File: src/rtl/core/bppq_pkg.sv
// ----------------------------------------------------------------------------
// bppq_pkg
// Shared types, request and status codes for the bounded priority queue.
// ----------------------------------------------------------------------------
package bppq_pkg;

	localparam int DEPTH_DEFAULT = 16;

	// request codes
	localparam logic [1:0] REQ_ENQUEUE = 2'd0;
	localparam logic [1:0] REQ_DEQUEUE = 2'd1;
	localparam logic [1:0] REQ_PEEK    = 2'd2;
	localparam logic [1:0] REQ_UNUSED  = 2'd3;

	// result status codes
	localparam logic [1:0] STATUS_DONE    = 2'd0;
	localparam logic [1:0] STATUS_DROPPED = 2'd1;
	localparam logic [1:0] STATUS_EMPTY   = 2'd2;

	typedef struct packed {
		logic [1:0]  req_type;
		logic [15:0] pkt_id;
		logic [7:0]  priority_req;
		logic [15:0] size_bytes;
		logic [7:0]  source_node;
		logic [7:0]  dest_node;
		logic [31:0] arrival_time;
	} req_t;

	typedef struct packed {
		logic [1:0]  status;
		logic [15:0] item_id;
		logic [7:0]  item_priority;
		logic [15:0] item_size;
		logic [7:0]  item_source;
		logic [7:0]  item_dest;
		logic [31:0] item_arrival;
		logic [4:0]  occupancy;
		logic        is_empty;
		logic        is_full;
		logic [31:0] dropped_total;
		logic [31:0] served_total;
	} rsp_t;

	// one stored descriptor
	typedef struct packed {
		logic [7:0]  prio;
		logic [15:0] id;
		logic [15:0] size;
		logic [7:0]  source;
		logic [7:0]  dest;
		logic [31:0] arrival;
	} entry_t;

endpackage

File: src/rtl/core/bppq_store.sv
// ----------------------------------------------------------------------------
// bppq_store
// Descriptor ring memory: one write and one registered read per cycle,
// addressed relative to the ring head.
// ----------------------------------------------------------------------------
module bppq_store #(
	parameter int DEPTH = bppq_pkg::DEPTH_DEFAULT
) (
	input  logic                         clk,
	input  logic [$clog2(DEPTH)-1:0]     head,
	input  logic                         rd_en,
	input  logic [$clog2(DEPTH)-1:0]     rd_rel,
	output bppq_pkg::entry_t             rd_data,
	input  logic                         wr_en,
	input  logic [$clog2(DEPTH)-1:0]     wr_rel,
	input  bppq_pkg::entry_t             wr_data
);
	import bppq_pkg::*;

	localparam int AW = $clog2(DEPTH);
	localparam logic [AW:0] DEPTH_W = (AW+1)'(DEPTH);

	entry_t mem [DEPTH];

	function automatic logic [AW-1:0] ring_addr(input logic [AW-1:0] base,
	                                            input logic [AW-1:0] rel);
		logic [AW:0] sum;
		sum = {1'b0, base} + {1'b0, rel};
		if (sum >= DEPTH_W) begin
			sum = sum - DEPTH_W;
		end
		return sum[AW-1:0];
	endfunction

	always_ff @(posedge clk) begin
		if (wr_en) begin
			mem[ring_addr(head, wr_rel)] <= wr_data;
		end
	end

	always_ff @(posedge clk) begin
		if (rd_en) begin
			rd_data <= mem[ring_addr(head, rd_rel)];
		end
	end

endmodule

File: src/rtl/core/bounded_priority_packet_queue_core.sv
// ----------------------------------------------------------------------------
// bounded_priority_packet_queue_core
// Priority queue of packet descriptors, highest priority at the head and
// arrival order kept among equal priorities.
// ----------------------------------------------------------------------------
// Sequence: a dequeue or peek on a filled queue reads the head at accept,
//   then passes S_HEAD and S_FIN; drops, unused codes and empty reads go
//   straight to S_FIN; an enqueue steps S_SCAN and S_CMP for each stored
//   entry of lower priority that moves one place toward the tail.
// Throughput: one request at a time; the insertion walk through the ring
//   memory store (read, compare, write back) sets the enqueue time, and
//   a stalled earlier result holds the finished request until it drains.
// Reset: arst_n clears occupancy, both counters, capacity register and the
//   handshake state; the descriptor memory keeps no reset value.
// ----------------------------------------------------------------------------
module bounded_priority_packet_queue_core #(
	parameter int DEPTH = bppq_pkg::DEPTH_DEFAULT
) (
	input  logic             clk,
	input  logic             arst_n,
	// configuration write
	input  logic             cfg_valid,
	output logic             cfg_ready,
	input  logic [4:0]       capacity_limit,
	// request channel
	input  logic             in_valid,
	output logic             in_ready,
	input  bppq_pkg::req_t   in_req,
	// result channel
	output logic             out_valid,
	input  logic             out_ready,
	output bppq_pkg::rsp_t   out_rsp
);
	import bppq_pkg::*;

	localparam int AW = $clog2(DEPTH);
	localparam int CW = $clog2(DEPTH + 1);
	localparam int EW = (CW > 5) ? CW : 5;
	localparam logic [EW-1:0] DEPTH_E = EW'(DEPTH);
	localparam logic [AW-1:0] LAST_SLOT = AW'(DEPTH - 1);

	// sequencer states
	localparam logic [2:0] S_IDLE = 3'd0;
	localparam logic [2:0] S_SCAN = 3'd1;  // pick next slot to examine
	localparam logic [2:0] S_CMP  = 3'd2;  // compare fetched entry, shift or insert
	localparam logic [2:0] S_HEAD = 3'd3;  // head entry arrived from memory
	localparam logic [2:0] S_FIN  = 3'd4;  // publish result

	logic [2:0]    state_q;
	logic [4:0]    cap_q;
	logic [CW-1:0] count_q;
	logic [AW-1:0] head_q;
	logic [CW-1:0] idx_q;
	logic [31:0]   drop_q;
	logic [31:0]   serve_q;
	req_t          req_q;
	rsp_t          res_q;     // status and item fields of the request at work
	rsp_t          out_q;
	logic          out_valid_q;

	// store interface
	logic          rd_en;
	logic [AW-1:0] rd_rel;
	entry_t        rd_data;
	logic          wr_en;
	logic [AW-1:0] wr_rel;
	entry_t        wr_data;

	logic          accept;
	logic [EW-1:0] eff_cap;
	logic [EW-1:0] count_e;
	logic          at_cap;
	logic          out_free;
	entry_t        new_entry;
	rsp_t          res_init;  // result fields known at accept
	rsp_t          res_head;  // result fields with the head entry filled in
	rsp_t          out_next;  // complete result for the output register

	assign cfg_ready = 1'b1;
	assign in_ready  = (state_q == S_IDLE);
	assign accept    = in_valid && in_ready;
	assign out_valid = out_valid_q;
	assign out_rsp   = out_q;
	assign out_free  = !out_valid_q || out_ready;

	// capacity 0 or beyond the store means the store depth
	assign eff_cap = ((cap_q == 5'd0) || (EW'(cap_q) > DEPTH_E)) ? DEPTH_E : EW'(cap_q);
	assign count_e = EW'(count_q);
	assign at_cap  = (count_e >= eff_cap);

	assign new_entry = '{
		prio:    req_q.priority_req,
		id:      req_q.pkt_id,
		size:    req_q.size_bytes,
		source:  req_q.source_node,
		dest:    req_q.dest_node,
		arrival: req_q.arrival_time
	};

	// memory port control
	always_comb begin
		rd_en   = 1'b0;
		rd_rel  = '0;
		wr_en   = 1'b0;
		wr_rel  = idx_q[AW-1:0];
		wr_data = new_entry;
		unique case (state_q)
			S_IDLE: begin
				// fetch the head right away for a dequeue or peek
				rd_en = accept && count_q != '0 &&
				        (in_req.req_type == REQ_DEQUEUE || in_req.req_type == REQ_PEEK);
			end
			S_SCAN: begin
				if (idx_q == '0) begin
					wr_en = 1'b1;
				end else begin
					rd_en  = 1'b1;
					rd_rel = AW'(idx_q - 1'b1);
				end
			end
			S_CMP: begin
				wr_en = 1'b1;
				// lower priority entry moves one place toward the tail
				if (rd_data.prio < req_q.priority_req) begin
					wr_data = rd_data;
				end
			end
			default: begin
			end
		endcase
	end

	bppq_store #(
		.DEPTH (DEPTH)
	) u_store (
		.clk     (clk),
		.head    (head_q),
		.rd_en   (rd_en),
		.rd_rel  (rd_rel),
		.rd_data (rd_data),
		.wr_en   (wr_en),
		.wr_rel  (wr_rel),
		.wr_data (wr_data)
	);

	// status decided at accept; item fields stay zero unless the head is read
	always_comb begin
		res_init = '0;
		unique case (in_req.req_type)
			REQ_ENQUEUE: begin
				if (at_cap) begin
					res_init.status = STATUS_DROPPED;
				end
			end
			REQ_DEQUEUE, REQ_PEEK: begin
				if (count_q == '0) begin
					res_init.status = STATUS_EMPTY;
				end
			end
			default: begin
			end
		endcase
	end

	// copy the head entry into the item fields
	always_comb begin
		res_head               = res_q;
		res_head.item_id       = rd_data.id;
		res_head.item_priority = rd_data.prio;
		res_head.item_size     = rd_data.size;
		res_head.item_source   = rd_data.source;
		res_head.item_dest     = rd_data.dest;
		res_head.item_arrival  = rd_data.arrival;
	end

	// add the queue status after the request
	always_comb begin
		out_next               = res_q;
		out_next.occupancy     = count_e[4:0];
		out_next.is_empty      = (count_q == '0);
		out_next.is_full       = at_cap;
		out_next.dropped_total = drop_q;
		out_next.served_total  = serve_q;
	end

	// payload registers
	always_ff @(posedge clk) begin
		if (accept) begin
			req_q <= in_req;
			res_q <= res_init;
		end else if (state_q == S_HEAD) begin
			res_q <= res_head;
		end
		if (state_q == S_FIN && out_free) begin
			out_q <= out_next;
		end
	end

	// sequencer and queue state
	always_ff @(posedge clk or negedge arst_n) begin
		if (!arst_n) begin
			state_q     <= S_IDLE;
			cap_q       <= '0;
			count_q     <= '0;
			head_q      <= '0;
			idx_q       <= '0;
			drop_q      <= '0;
			serve_q     <= '0;
			out_valid_q <= 1'b0;
		end else begin
			if (cfg_valid && cfg_ready) begin
				cap_q <= capacity_limit;
			end
			// post a finished result, or drop the one just taken
			if (state_q == S_FIN && out_free) begin
				out_valid_q <= 1'b1;
			end else if (out_ready) begin
				out_valid_q <= 1'b0;
			end
			unique case (state_q)
				S_IDLE: begin
					if (accept) begin
						unique case (in_req.req_type)
							REQ_ENQUEUE: begin
								if (at_cap) begin
									// drop and count, saturating
									if (drop_q != '1) begin
										drop_q <= drop_q + 32'd1;
									end
									state_q <= S_FIN;
								end else begin
									idx_q   <= count_q;
									state_q <= S_SCAN;
								end
							end
							REQ_DEQUEUE, REQ_PEEK: begin
								state_q <= (count_q != '0) ? S_HEAD : S_FIN;
							end
							default: begin
								state_q <= S_FIN;
							end
						endcase
					end
				end
				S_SCAN: begin
					if (idx_q == '0) begin
						count_q <= count_q + 1'b1;
						state_q <= S_FIN;
					end else begin
						state_q <= S_CMP;
					end
				end
				S_CMP: begin
					if (rd_data.prio >= req_q.priority_req) begin
						// new entry lands behind this one
						count_q <= count_q + 1'b1;
						state_q <= S_FIN;
					end else begin
						idx_q   <= idx_q - 1'b1;
						state_q <= S_SCAN;
					end
				end
				S_HEAD: begin
					if (req_q.req_type == REQ_DEQUEUE) begin
						// advance the ring head past the served entry
						head_q  <= (head_q == LAST_SLOT) ? '0 : head_q + 1'b1;
						count_q <= count_q - 1'b1;
						if (serve_q != '1) begin
							serve_q <= serve_q + 32'd1;
						end
					end
					state_q <= S_FIN;
				end
				S_FIN: begin
					// hold until the result register is free
					if (out_free) begin
						state_q <= S_IDLE;
					end
				end
				default: begin
					state_q <= S_IDLE;
				end
			endcase
		end
	end

endmodule

File: config.mk
export PLATFORM = sky130hd
export DESIGN_NAME = bounded_priority_packet_queue_core
export DESIGN_NICKNAME = d
export VERILOG_FILES = /design/src/rtl/core/bppq_pkg.sv /design/src/rtl/core/bppq_store.sv /design/src/rtl/core/bounded_priority_packet_queue_core.sv
export SDC_FILE = /design/constraint.sdc
export NUM_CORES = 2
export LEC_CHECK = 0
export BUFFER_PORTS_ARGS = -buffer_cell sky130_fd_sc_hd__buf_2
export CORE_MARGIN = 10
export CORE_UTILIZATION = 53
export DETAILED_ROUTE_END_ITERATION = 6
export GPL_ROUTABILITY_DRIVEN = 0
export GPL_TIMING_DRIVEN = 0
export PLACE_DENSITY = 0.78
export SLEW_MARGIN = 20
export SYNTH_ARGS = -nofsm -noshare
export SYNTH_HDL_FRONTEND = slang
export SYNTH_HIERARCHICAL = 1
export SYNTH_SLANG_ARGS = --single-unit
File: constraint.sdc
create_clock -name clk -period 8.2 [get_ports clk]
set_clock_uncertainty 0.05 [all_clocks]
set_input_delay 1.23 -clock clk [delete_from_list [all_inputs] [get_ports clk]]
set_output_delay 1.23 -clock clk [all_outputs]
set_load 0.02 [all_outputs]
==> impl_results.md <==
* Outcome: completed
* Initial antenna violation count at 8
* Row cnt at 136
* Ports at 264
* Largest net degree at the start of global routing at 56
* Tmin final at 5.61 ns
* DRT iter0 DRCs at 5381
* Starting density of the core at 53.4%
* Post-CTS Resized at 0
* Post-Route WL at 185000 um
* Mapped cell area at 0.0737 sq mm
* Xor-xnor portion of the synthesized cell area at 0.914%
* Die Footprint at 0.154 sq mm
* Grt ovf at 0
* Clock tree from TritonCTS: built
* TritonCTS Buffers at 186
* Largest family of logic cells by synthesized area: multiplexers
* H-tree levels at 4
* Nets@finish at 4616
* Post-synthesis simple-gate area fraction at 3.99%
* Biggest area consumer among synthesized cells: edfxtp_1
* Maxcap violations at 0
* Synth warn at 6
* Post-synthesis sequential area ratio at 76.6%
* Number of buffers inserted by port buffering at 262
* Synthesis-to-layout area growth at 16.1%
* First-pass DRT Iterations at 5
* Detail-routed via count per cell at 6.28
* Final Hold Fails at 0
* Synth Area in Compound Gates at 4.00%
* Crit-path leading delay family: buffers and inverters
* Placed insts at 6089
* Final setup margin at 2.59 ns
* Core area at 0.138 sq mm
* WL per Instance at 28.8 um
* Element type at the critical path end: register
* Share of flip-flops with an asynchronous set or reset at 4.52%
* Slew headroom at 22.9%
* DR DRC count at 0
* Worst hold path type: primary input to asynchronous set/reset pin
* Root buffer cell: clkbuf_16
* Post-DP HPWL at 123000 um
* Yosys top cell area share at 71.3%
* RSZ-0062 raised after global routing: no
* Pwr per Cell Area at 333 mW/mm^2
* Postcts setup bufs at 0
* WS Path Type: register to register
* Final Max Slew Viols at 0
* CTS Sinks at 1924
* Clk slew on worst S/H paths at 0.06 ns
* Post-synthesis adder-cell area fraction at 0.591%
* Layout cells sized above 1 at 29.5%
* VDD IR max at 0.000225 V
* Crit path DAT at 6.10 ns
* Multiplexer share of the synthesized area at 12.1%
* CP Cell Sequence: inv_1, ha_1, nor4b_1, or4_1, clkbuf_1, nor2_1, ha_1, fa_1, buf_4, buf_2, buf_2, buf_2, mux4_2, nand2_1, o211ai_1
* Final ANT Viol Nets at 0
* Fmax at 0.178 GHz
* WP buf/inv at 6
* Syn Inst Count at 3803
* Chip width at 393 um
* CP max FO at 10
* Post-synth EDFFs at 1749
* Die Ht at 393 um
* Place WS at 2.87 ns
* # setup viols final at 0
* Top_reg_cell synth: edfxtp_1
* CP Launch Type: register
* Clk buf depth at 3
* Vias in the first global route at 40600
* Final worst-path cycle share at 68.4%
* Worst EP required at 8.69 ns
* Hold Buf Count CTS at 0
* Crit path top cell by count: buf_2
* Synth top area cells: edfxtp_1 71%, mux4_2 11%, dfrtp_1 3.0%
* Vias post-DR at 40400
* Synth unique cells at 68
* Finished Layout Cells at 6443
* Leak at 28.8 nW
* Least-Margin Pin Slew at 1.15 ns
* Syn nets at 3936
* CP max stage delay at 0.67 ns
* Worst-Skew Late Latency at 0.81 ns
* First-pass GRT wire length at 271000 um
* Mapped Avg Cell Area at 19.4 sq um
* All-Layer GR Usage at 23.9%
* Number of synthesized register bits at 1924
* Slowest CP cell: buf_2
[per-stage QoR]
stage | setup TNS, ns | area (sq um) | hold slack (ns) | util, % | power [mW]
floorplan | -96.89 | 73700 | 0.350 | - | 17.6
global placement | -9908.02 | 77200 | 0.355 | 56.0 | 19.9
detailed placement | 0 | 79400 | 0.364 | 57.6 | 20.1
CTS | 0 | 85500 | 0.305 | 62.0 | 28.5
global route | 0 | 85500 | 0.349 | 62.0 | 29.4
finish | 0 | 85500 | 0.348 | 62.0 | 28.5
[worst reg2reg max path, stage by stage, from the launching register on]
cell	delay, ns
dfrtp_1	0.45
inv_1	0.11
ha_1	0.15
nor4b_1	0.52
or4_1	0.19
clkbuf_1	0.30
nor2_1	0.10
ha_1	0.24
fa_1	0.49
buf_4	0.30
buf_2	0.45
buf_2	0.67
buf_2	0.52
mux4_2	0.30
nand2_1	0.06
o211ai_1	0.43
[routing by layer]
metal / vias to the layer above / wire length, um / track usage (%)
met5: - / 34 / 0
met4: 4 / 6970 / 8.83
met3: 421 / 23600 / 6.93
met2: 2824 / 86300 / 37.2
met1: 20500 / 68600 / 32.1
li1: 16700 / - / -
[sequential cells by signal, indices dropped and copies added (netlist names)]
register and count:
req_q 2, u_store/rd_data 88, out_next 90, out_valid 1, cap_q 5, idx_q 5, drop_q 32, state_q 3
out_rsp 161, count_e 5, u_store/mem 1408, head_q 4, new_entry 88, serve_q 32
[synth_stat cells, drive strengths merged, types with 30 or more instances]
cell    number
nand2      496
o211ai     178
clkbuf      82
edfxtp    1749
mux4       352
nor2        31
mux2        87
dfxtp       88
xnor2       41
a211o       89
buf        127
ha          30
a21oi      103
dfrtp       87
nor3        35
xor2        35
[area by class of cell]
cell class	instances	area, sq um
Sequential cell	1924	56500
Fill cell	9128	52300
Multi-Input combinational cell	1644	16000
Clock buffer	253	5210
Timing Repair Buffer	492	3430
Tap cell	1794	2240
Buffer	209	1190
Clock inverter	95	842
Inverter	26	103
Antenna cell	6	15.0
[kinds of logic (layout without fill, tap and decap cells)]
group,count (synthesis),count (layout)
multiplexers,440,440
other,1,7
buffers and inverters,235,1075
XOR/XNOR,76,76
flip-flops,1924,1924
AND/OR/NAND/NOR,676,676
adder cells (fa/ha/maj),33,33
AO/OA/AOI/OAI,418,418
[worst paths after layout]
check	start	end	slack (ns)	depth (start not counted)
max	idx_q[0]$_DFFE_PN0P_	u_store/rd_data[77]$_DFFE_PP_	2.59	15
min	arst_n	drop_q[2]$_DFFE_PN0P_	0.35	1
max reg2reg	idx_q[0]$_DFFE_PN0P_	u_store/rd_data[77]$_DFFE_PP_	2.59	15
min reg2reg	out_next[160]$_DFFE_PP_	out_rsp[160]$_DFFE_PP_	0.37	0
max in group asynchronous	arst_n	serve_q[23]$_DFFE_PN0P_	7.11	2
min in group clk	out_next[160]$_DFFE_PP_	out_rsp[160]$_DFFE_PP_	0.37	0
[cell usage in the layout, fill, tap and decap left out, types with 17 or more instances in the layout]
master / count
a211o_1: 89
a21oi_1: 102
buf_2: 333
buf_4: 193
buf_6: 77
clkbuf_1: 121
clkbuf_16: 191
clkbuf_8: 20
clkinv_1: 29
clkinv_2: 38
dfrtp_1: 87
dfxtp_1: 88
edfxtp_1: 1749
ha_1: 30
inv_1: 23
mux2_2: 87
mux4_2: 352
nand2_1: 495
nand3_1: 25
nand4_1: 23
nor2_1: 29
nor3_1: 18
nor3_2: 17
o211ai_1: 178
xnor2_1: 39
xor2_1: 35
[report_power, final]
| group | leakage, nW | total [mW] | switching (mW) | internal [mW] |
|---|---|---|---|---|
| Combinational | 8.01 | 6.68 | 4.25 | 2.43 |
| Sequential | 17.8 | 13.4 | 0.541 | 12.8 |
| Clock | 2.99 | 8.44 | 3.65 | 4.79 |
Note: power is estimated with default switching activity, not from simulation.
